`src/rtl/core/ppsa_pkg.sv`:
```
// ----------------------------------------------------------------------------
// ppsa_pkg: shared types and constants
// Task table depth, phase codes and inter-module control structs.
// ----------------------------------------------------------------------------
package ppsa_pkg;

    localparam int MAX_TASKS = 16;
    localparam int IDX_W     = $clog2(MAX_TASKS);
    localparam int CNT_W     = $clog2(MAX_TASKS + 1);
    localparam logic [15:0] CNT_MAX = 16'hFFFF;

    typedef enum logic [1:0] {
        PHASE_NEW   = 2'd0,
        PHASE_READY = 2'd1,
        PHASE_RUN   = 2'd2,
        PHASE_OVER  = 2'd3
    } phase_t;

    typedef struct packed {
        logic [7:0]  id;
        phase_t      phase;
        logic [7:0]  base;
        logic [15:0] arrival;
        logic [15:0] burst;
        logic [15:0] done;
        logic [15:0] waited;
    } entry_t;

    // Per-cell command for one step of a tick.
    typedef struct packed {
        logic        load;     // write loaded entry into this cell
        logic        arrive;   // arrival and aging pass
        logic        mark_run; // set phase run, bump done
        logic        mark_rdy; // set phase ready
        logic        mark_fin; // set phase over, store wait
        logic [15:0] fin_wait;
        logic [15:0] now;
    } cell_cmd_t;

endpackage

```
`src/rtl/core/preemptive_priority_scheduler_aging.sv`:
```
// ----------------------------------------------------------------------------
// preemptive_priority_scheduler_aging: priority scheduler with aging
// Task table as a ring of cells; each tick applies arrival and aging, scans
// the ring for winner and running task, then applies the phase changes.
// ----------------------------------------------------------------------------
// channel  dir  tdata fields (low bit up)                         tuser
// s_       in   task_id, base_priority, arrival_tick, burst_length kind
// m_       out  running_id, cpu_idle, finished_valid, finished_id,
//               finished_turnaround, finished_wait, all_done        -
// A load is written into the next free cell as it is accepted. A tick passes
// through an arrival/aging state, one full ring rotation to scan (one entry
// a cycle past cell 0), an update state and a result state. The next item
// is taken only once the block is idle again with no result pending.
// Reset clears count, tick and control.
// A stalled result holds; the next item waits until it is taken.
// ----------------------------------------------------------------------------
module preemptive_priority_scheduler_aging
    import ppsa_pkg::*;
(
    input  logic        aclk,
    input  logic        aresetn,
    input  logic        s_tvalid,
    output logic        s_tready,
    input  logic [47:0] s_tdata,  // task_id, base_priority, arrival_tick, burst_length
    input  logic        s_tuser,  // kind
    output logic        m_tvalid,
    input  logic        m_tready,
    output logic [55:0] m_tdata   // running_id, cpu_idle, finished_valid, finished_id,
                                  // finished_turnaround, finished_wait, all_done, pad
);

    typedef enum logic [4:0] {
        ST_IDLE = 5'b00001,
        ST_AGE  = 5'b00010,
        ST_SCAN = 5'b00100,
        ST_UPD  = 5'b01000,
        ST_OUT  = 5'b10000
    } state_t;

    state_t state_reg, state_next;
    logic [CNT_W-1:0] count_reg, count_next;
    logic [IDX_W-1:0] pos_reg, pos_next;
    logic [15:0] now_reg, now_next;
    logic        win_v_reg, win_v_next, run_v_reg, run_v_next;
    logic [IDX_W-1:0] win_reg, win_next, run_reg, run_next;
    logic [16:0] best_reg, best_next;
    entry_t      win_e_reg, win_e_next, run_e_reg, run_e_next;
    logic        mv_reg, mv_next;
    logic [55:0] md_reg, md_next;

    entry_t    ring [MAX_TASKS];
    entry_t    feed [MAX_TASKS];
    cell_cmd_t cmd  [MAX_TASKS];
    logic      rotate;
    entry_t    ld;

    assign ld.id      = s_tdata[7:0];
    assign ld.base    = s_tdata[15:8];
    assign ld.arrival = s_tdata[31:16];
    assign ld.burst   = s_tdata[47:32];
    assign ld.phase   = PHASE_NEW;
    assign ld.done    = 16'd0;
    assign ld.waited  = 16'd0;

    assign rotate = (state_reg == ST_SCAN);
    assign s_tready = (state_reg == ST_IDLE) && !mv_reg;

    // update decisions
    logic        do_fin, do_pre, do_cont, do_start;
    logic [15:0] ta, wt;
    always_comb begin
        do_fin = 1'b0; do_pre = 1'b0; do_cont = 1'b0; do_start = 1'b0;
        ta = (now_reg >= run_e_reg.arrival) ? now_reg - run_e_reg.arrival : 16'd0;
        wt = (ta >= run_e_reg.burst) ? ta - run_e_reg.burst : 16'd0;
        if (run_v_reg) begin
            if (run_e_reg.done >= run_e_reg.burst) do_fin = 1'b1;
            else if (win_v_reg && best_reg > ({1'b0, run_e_reg.waited} + 17'(run_e_reg.base)))
                do_pre = 1'b1;
            else do_cont = 1'b1;
        end
        if (!do_pre && !do_cont && win_v_reg && win_e_reg.done < win_e_reg.burst)
            do_start = 1'b1;
    end

    genvar g;
    generate
        for (g = 0; g < MAX_TASKS; g++) begin : g_cell
            logic [IDX_W-1:0] idx;
            assign idx = IDX_W'(g);
            always_comb begin
                cmd[g] = '0;
                cmd[g].now = now_reg;
                cmd[g].fin_wait = wt;
                cmd[g].load = (state_reg == ST_IDLE) && s_tvalid && s_tready && !s_tuser
                              && count_reg == CNT_W'(g);
                cmd[g].arrive = (state_reg == ST_AGE) && CNT_W'(g) < count_reg;
                if (state_reg == ST_UPD) begin
                    cmd[g].mark_fin = do_fin && run_reg == idx;
                    cmd[g].mark_rdy = do_pre && run_reg == idx;
                    cmd[g].mark_run = ((do_pre || do_start) && win_reg == idx)
                                      || (do_cont && run_reg == idx);
                end
            end
            if (g == MAX_TASKS - 1) begin : g_wrap
                assign feed[g] = rotate ? ring[0] : ld;
            end else begin : g_link
                assign feed[g] = rotate ? ring[g+1] : ld;
            end
            ppsa_cell u_cell (
                .aclk(aclk), .rotate(rotate), .entry_in(feed[g]),
                .cmd(cmd[g]), .entry_out(ring[g])
            );
        end
    endgenerate

    logic [16:0] aged0;
    logic        in_tab;
    assign aged0  = {1'b0, ring[0].waited} + 17'(ring[0].base);
    assign in_tab = {1'b0, pos_reg} < count_reg;

    // all-done from the ring after the update has landed
    logic all_c;
    always_comb begin
        all_c = 1'b1;
        for (int k = 0; k < MAX_TASKS; k++)
            if (CNT_W'(k) < count_reg && ring[k].phase != PHASE_OVER) all_c = 1'b0;
    end

    always_comb begin
        state_next = state_reg; count_next = count_reg; pos_next = pos_reg;
        now_next = now_reg; win_v_next = win_v_reg; run_v_next = run_v_reg;
        win_next = win_reg; run_next = run_reg; best_next = best_reg;
        win_e_next = win_e_reg; run_e_next = run_e_reg;
        mv_next = mv_reg; md_next = md_reg;
        if (mv_reg && m_tready) mv_next = 1'b0;
        unique case (state_reg)
            ST_IDLE: begin
                if (s_tvalid && s_tready) begin
                    if (s_tuser) state_next = ST_AGE;
                    else if (count_reg < CNT_W'(MAX_TASKS)) count_next = count_reg + 1'b1;
                end
            end
            ST_AGE: begin
                win_v_next = 1'b0; run_v_next = 1'b0; best_next = '0;
                pos_next = '0; state_next = ST_SCAN;
            end
            ST_SCAN: begin
                if (in_tab) begin
                    if (ring[0].phase == PHASE_READY && (!win_v_reg || aged0 >= best_reg)) begin
                        win_v_next = 1'b1; win_next = pos_reg;
                        best_next = aged0; win_e_next = ring[0];
                    end
                    if (ring[0].phase == PHASE_RUN && !run_v_reg) begin
                        run_v_next = 1'b1; run_next = pos_reg; run_e_next = ring[0];
                    end
                end
                pos_next = pos_reg + 1'b1;
                if (pos_reg == IDX_W'(MAX_TASKS - 1)) state_next = ST_UPD;
            end
            ST_UPD: begin
                state_next = ST_OUT;
            end
            ST_OUT: begin
                if (!mv_reg) begin
                    mv_next = 1'b1;
                    md_next = '0;
                    md_next[7:0]   = (do_pre || do_start) ? win_e_reg.id :
                                     do_cont ? run_e_reg.id : 8'd0;
                    md_next[8]     = !(do_pre || do_start || do_cont);
                    md_next[9]     = do_fin;
                    md_next[17:10] = do_fin ? run_e_reg.id : 8'd0;
                    md_next[33:18] = do_fin ? ta : 16'd0;
                    md_next[49:34] = do_fin ? wt : 16'd0;
                    md_next[50]    = all_c;
                    if (now_reg != CNT_MAX) now_next = now_reg + 16'd1;
                    state_next = ST_IDLE;
                end
            end
            default: state_next = ST_IDLE;
        endcase
    end

    always_ff @(posedge aclk) begin
        if (!aresetn) begin
            state_reg <= ST_IDLE; count_reg <= '0; now_reg <= '0; mv_reg <= 1'b0;
            pos_reg <= '0; win_v_reg <= 1'b0; run_v_reg <= 1'b0;
        end else begin
            state_reg <= state_next; count_reg <= count_next; now_reg <= now_next;
            mv_reg <= mv_next; pos_reg <= pos_next; win_v_reg <= win_v_next;
            run_v_reg <= run_v_next;
        end
        win_reg <= win_next; run_reg <= run_next; best_reg <= best_next;
        win_e_reg <= win_e_next; run_e_reg <= run_e_next; md_reg <= md_next;
    end

    assign m_tvalid = mv_reg;
    assign m_tdata  = md_reg;

endmodule

```
`src/rtl/core/ppsa_cell.sv`:
```
// ----------------------------------------------------------------------------
// ppsa_cell: one task table entry
// Holds one entry, takes a loaded entry, applies arrival, aging and phase updates,
// and passes its entry to the previous cell (cell 0 to the last) when the chain rotates.
// ----------------------------------------------------------------------------
module ppsa_cell
    import ppsa_pkg::*;
(
    input  logic      aclk,
    input  logic      rotate,
    input  entry_t    entry_in,
    input  cell_cmd_t cmd,
    output entry_t    entry_out
);

    entry_t entry_reg, entry_next;

    always_comb begin
        entry_next = entry_reg;
        if (rotate) begin
            entry_next = entry_in;
        end else if (cmd.load) begin
            entry_next = entry_in;
        end else if (cmd.arrive) begin
            if (entry_reg.phase == PHASE_NEW && entry_reg.arrival == cmd.now) begin
                entry_next.phase = PHASE_READY;
            end else if (entry_reg.phase == PHASE_READY && entry_reg.arrival < cmd.now
                         && entry_reg.waited != CNT_MAX) begin
                entry_next.waited = entry_reg.waited + 16'd1;
            end
        end else if (cmd.mark_fin) begin
            entry_next.phase  = PHASE_OVER;
            entry_next.waited = cmd.fin_wait;
        end else if (cmd.mark_run) begin
            entry_next.phase = PHASE_RUN;
            if (entry_reg.done != CNT_MAX) entry_next.done = entry_reg.done + 16'd1;
        end else if (cmd.mark_rdy) begin
            entry_next.phase = PHASE_READY;
        end
    end

    always_ff @(posedge aclk) begin
        entry_reg <= entry_next;
    end

    assign entry_out = entry_reg;

endmodule

```
`config.mk`:
```
export PLATFORM = sky130hd
export DESIGN_NAME = preemptive_priority_scheduler_aging
export DESIGN_NICKNAME = d
export VERILOG_FILES = /design/src/rtl/core/ppsa_pkg.sv /design/src/rtl/core/preemptive_priority_scheduler_aging.sv /design/src/rtl/core/ppsa_cell.sv
export SDC_FILE = /design/constraint.sdc
export NUM_CORES = 2
export LEC_CHECK = 0
export ABC_AREA = 1
export BUFFER_PORTS_ARGS = -buffer_cell sky130_fd_sc_hd__clkbuf_2
export CAP_MARGIN = 20
export CORE_ASPECT_RATIO = 0.8
export CORE_MARGIN = 2
export CORE_UTILIZATION = 64
export CTS_CLUSTER_DIAMETER = 50
export CTS_CLUSTER_SIZE = 16
export DETAILED_ROUTE_END_ITERATION = 10
export PLACE_DENSITY = 0.83
export SYNTH_ARGS = -nofsm -noshare
export SYNTH_HDL_FRONTEND = slang
export SYNTH_SLANG_ARGS = --single-unit
```
`constraint.sdc`:
```
create_clock -name aclk -period 8 [get_ports aclk]
set_input_delay 0.8 -clock aclk [delete_from_list [all_inputs] [get_ports aclk]]
set_output_delay 0.8 -clock aclk [all_outputs]
set_load 0.02 [all_outputs]
```
== After elaboration in Yosys (flattened, before gate mapping) ==
Cells that the tools add are included.

* Add/subtract/negate cells: 39
* Order comparisons: 40
* Equality and inequality tests: 220
* Mux-type cells: 352
* Bitwise operators: 2
* Reductions and logical operators: 355

{| class="wikitable"
|+ Operator list
! cell !! number
|-
| 2-to-1 mux 82 bit || 32
|-
| 2-to-1 mux 16 bit || 130
|-
| 2-to-1 mux 40 bit || 16
|-
| adder 16 x 1 -> 16 bit (second input constant) || 33
|-
| != test 16 bit (second input constant) || 33
|-
| 2-to-1 mux 32 bit || 16
|-
| less-than comparator 16 bit || 17
|-
| equality test 16 bit || 16
|-
| 2-to-1 mux 2 bit || 96
|-
| logical AND 1 bit || 172
|-
| 2-to-1 mux 8 bit || 18
|-
| != test 4 x 1 -> 1 bit (second input constant) || 32
|-
| != test 3 x 1 -> 1 bit (second input constant) || 32
|-
| nonzero test 3 bit || 32
|-
| nonzero test 6 bit || 16
|-
| AND reduction 4 bit || 18
|-
| equality test 4 bit (second input constant) || 17
|-
| != test 4 bit (second input constant) || 16
|-
| nonzero test 4 bit || 16
|-
| AND reduction 3 bit || 21
|-
| greater-or-equal comparator 16 bit || 3
|-
| 2-to-1 mux 3 bit || 16
|-
| equality test 5 x 4 -> 1 bit (second input constant) || 9
|-
| less-than comparator 4 x 5 -> 1 bit (first input constant) || 8
|-
| other kinds (38) || 193
|}

* Bits in registers: 1541
* Input port bits: 53
* Output and inout port bits: 58
* Logic and storage cells: 1142

== Logic depth before layout (Yosys ltp) ==
* Depth after elaboration: 21
* Depth in mapped cells: 32
* Gate-level depth less buffers: 32

== Modules after synthesis ==
From an unflattened synthesis, not the netlist that was laid out.

* Cell total of the unflattened synthesis: 11130
* Area total of the unflattened synthesis: 92686.4 µm²

{| class="wikitable"
|+ Modules (own cells, without submodules)
! module !! times used !! cells an instance !! area each (µm²) !! seq. area each (µm²)
|-
| ppsa_cell || 16 || 416 || 4234.1 || 2462.4
|-
| preemptive_priority_scheduler_aging || 1 || 4474 || 24941.4 || 6546.3
|}

== Worst setup path after synthesis ==
No wires, ideal clock.

* Path kind: reg2reg
* From: register state_reg[0]
* To: register run_e_reg[0] in the netlist's numbering (enable)
* Setup time: 0.575 ns
* Data arrival time: 5.902 ns
* Required time: 7.425 ns
* Path slack: 1.523 ns
* Cell stages (with the launch flop): 9
* Path buffers: 1
* Clock period less this slack: 6.477 ns
* Cells stage by stage: dfxtp_1 -> nor2_1 -> nand2_1 -> nor3_4 -> inv_2 -> buf_1 -> nor2_1 -> inv_1 -> nor4_2

* Cells in the longest elaborated chain, start to end: 2

{| class="wikitable"
|+ Ends and longest elaborated chain
! what !! line !! text
|-
| start, declared || preemptive_priority_scheduler_aging.sv:40 || <nowiki>state_t state_reg, state_next;</nowiki>
|-
| start signal, assigned || preemptive_priority_scheduler_aging.sv:188 || <nowiki>state_reg <= state_next; count_reg <= count_next; now_reg <= now_next;</nowiki>
|-
| equality test 5 x 3 -> 1 bit || preemptive_priority_scheduler_aging.sv:136 || <nowiki>unique case (state_reg)</nowiki>
|-
| AND reduction 3 bit (no source line) || n/a ||
|-
| end signal, assigned || preemptive_priority_scheduler_aging.sv:193 || <nowiki>win_e_reg <= win_e_next; run_e_reg <= run_e_next; md_reg <= md_next;</nowiki>
|-
| end, declared || preemptive_priority_scheduler_aging.sv:47 || <nowiki>entry_t win_e_reg, win_e_next, run_e_reg, run_e_next;</nowiki>
|}

No other way between the ends.
A chain may end at the register's enable or synchronous reset.

==> reports/metrics.cfg <==
[pwr]
p_seq_share_pct=53.7
p_sw_mw=4.31
pwr-share-clk_pct=39.3
combinationalPowerShare_pct=7.0
vdd_ir_drop_max_mv=0.220
total_power_mw=17.4
power_density_nw_per_um2=198
swShare_pct=24.8
internal-power_mw=13.0
leakage_nw=34.6

[yosys]
syn_area_per_cell_sq_um=9.79
synth-async-reset-ratio_pct=0
yosysSeqAreaShare_pct=56.6
synth_edf_count=1508
syn_inst=8285
ys.flop_type=edfxtp_1
synth_cell_types=65
syn-cell-area_sq_um=81100
ys_ff_latch=1541
yosysWarnings=0

[route]
postRouteAntennaNets=0
wl_per_cell_um=24.7
via_per_inst=6.37
num_vias=64200
firstDrtPassIters=10
routed_wirelength_mm=249
drcViolationCount=2
drt-initial-drc-count=10000

[cts]
cts_root_buffer=clkbuf_16
clk_latency_ns=0.81
ctsResizeCount=0
cts.path.max_buffers=3
htree_levels=4
cts_tree=built
post-cts-setup-buffers=0
cts-buffers-inserted=141
clkTransAtPathRegs_ns=0.07
cts_hold_buf=0
cts.sinks=1541

[layout]
stdcell_area_sq_um=87900
synthToLayoutAreaGrowth_pct=8.33
final_common_cell=nand2_1
nNetsFinal=8810
largest_reg_flops=1312
instances_no_fill=10100
drive_gt1_share_pct=6.31
mostFrequentLayoutCells=nand2_1, edfxtp_1, inv_1, ha_1, nor2_1

[worst_setup_path]
critPathBufInv=6
cp.arrival_ns=6.91
crit_fanout=15
cpMostUsedCell=nand2_1
end_kind=flip-flop
critPathLaunchType=flip-flop
path_class=reg2reg
slowest_delay_ns=0.79
slowest_stage=nand2_1
critical-path-top-delay-family=simple AND/OR/NAND/NOR gates
cp.required_ns=8.51

[timing]
relSlewSlack_pct=14.1
max_freq_mhz=156
worst_pin_slew_ns=1.29
hold_viol=0
post-route-period-util_pct=80.0
fin_setup_tns_ns=0
slew_violations=0
final-setup-viol-count=0
skew_ns=0.0308
rsz0062_at_grt=no
period_minus_slack_ns=6.40

[hold_path]
worst_hold_path_type=in2reg

[global_routing]
grt_max_degree=226
antenna_found_initial=18
grt_pass1_vias=60700
grt_use_total_pct=37.8
grt_pass1_wl_mm=368
overflow=0

[placement]
port_buffers=105
dp_cells=9851
place_hpwl_mm=174
gp_congestion=1.02
dpl-instance-area_sq_um=83400

[floorplanning]
io_pins=111
num_rows=116
fp.dieW_um=402
initial_core_util_pct=64.7
dieArea_sq_um=130000
coreArea_sq_um=125000
die_h_um=322

[status]
outcome=finished with violations
violations=design-rule violations

[flow_run]
maxCapViolCount=0

## final timing paths
path	from	end	slack [ns]	cells after the start
min	m_tready	m_tvalid	0.34	4
min reg2reg	g_cell[0].u_cell.entry_out[39]	win_e_reg[39]	0.48	0
max reg2reg	now_reg[0]	g_cell[9].u_cell.entry_out[0]	1.60	29
max	now_reg[0]	g_cell[9].u_cell.entry_out[0]	1.60	29
## power by group through the flow
stage / Sequential [mW] / Clock, mW / Combinational, mW
finish: 9.33 / 6.81 / 1.22
floorplan: 9.40 / 0 / 0.770
global placement: 9.49 / 0 / 1.12
CTS: 9.32 / 6.81 / 1.18
global route: 9.34 / 7.12 / 1.32
detailed placement: 9.49 / 0 / 1.17
## routing by layer
| metal | GRT usage, % | up-vias | share of wire (%) |
|---|---|---|---|
| met5 | 0 | - | 0.031 |
| met4 | 17.4 | 12 | 4.8 |
| met3 | 9.79 | 629 | 13 |
| met2 | 55.8 | 4270 | 43 |
| met1 | 52.8 | 30700 | 39 |
| li1 | - | 28600 | - |
## worst min-delay path, cell delays in order
cell,delay (ns)
clkbuf_2,0.10
nor2_1,0.05
nor2_1,0.10
nor2_1,0.04
## kinds of logic after synthesis
kind of cell / after synthesis / share of synthesized area (%)
adder cells (fa/ha/maj): 413 / 6.41
other: 1 / 0.00462
buffers and inverters: 1056 / 5.12
AND/OR/NAND/NOR: 3747 / 18.9
AO/OA/AOI/OAI: 1123 / 8.54
flip-flops: 1541 / 56.6
XOR/XNOR: 404 / 4.36
## per-stage QoR
stage	util [%]	hold WS, ns	worst slack (ns)
after detailed placement	66.5	0.472	1.78
after global routing	70.1	0.366	1.12
after global placement	66.5	0.452	1.88
after CTS	70.0	0.295	1.75
after floorplan	-	0.424	1.52
final	70.1	0.336	1.60
## synth_stat cells (4+ instances only)
master,instances,share of area [%]
nand2_1,2650,12
nand2_2,8,0.062
a21oi_1,253,1.6
clkbuf_1,163,0.75
nand4_1,117,0.90
nor2_4,10,0.14
o21a_1,18,0.17
ha_1,409,6.3
buf_4,10,0.093
a22oi_1,65,0.60
a211oi_1,13,0.12
o22ai_1,128,0.99
a221oi_1,4,0.043
xor2_1,338,3.6
a32o_1,6,0.074
or2_2,29,0.22
nor2_2,14,0.11
o21bai_1,17,0.16
a31oi_1,15,0.12
o221ai_1,104,1.1
nor4_1,21,0.16
nand3b_1,22,0.20
buf_1,8,0.037
o21ai_1,18,0.11
dfxtp_1,33,0.81
a21o_1,12,0.11
a22o_1,24,0.26
o31ai_1,6,0.056
fa_1,4,0.099
buf_2,112,0.69
nor3_1,156,0.96
inv_1,729,3.4
o2111ai_1,9,0.097
a2111oi_0,6,0.065
nand3_1,305,1.9
inv_2,30,0.14
a32oi_1,7,0.076
xnor2_1,66,0.71
edfxtp_1,1508,56
o21ai_0,348,2.1
o211ai_1,53,0.49
a21boi_0,5,0.046
nor2_1,400,1.9
## layout make-up
cell class                      count  area (sq um)
Antenna cell                        3          7.51
Clock buffer                      150          3580
Clock inverter                     75           871
Fill cell                        9088         37500
Inverter                          761          2860
Multi-Input combinational cell   5692         31200
Sequential cell                  1541         45900
Tap cell                         1652          2070
Timing Repair Buffer              207          1360
(Power assumes the default switching activity.)
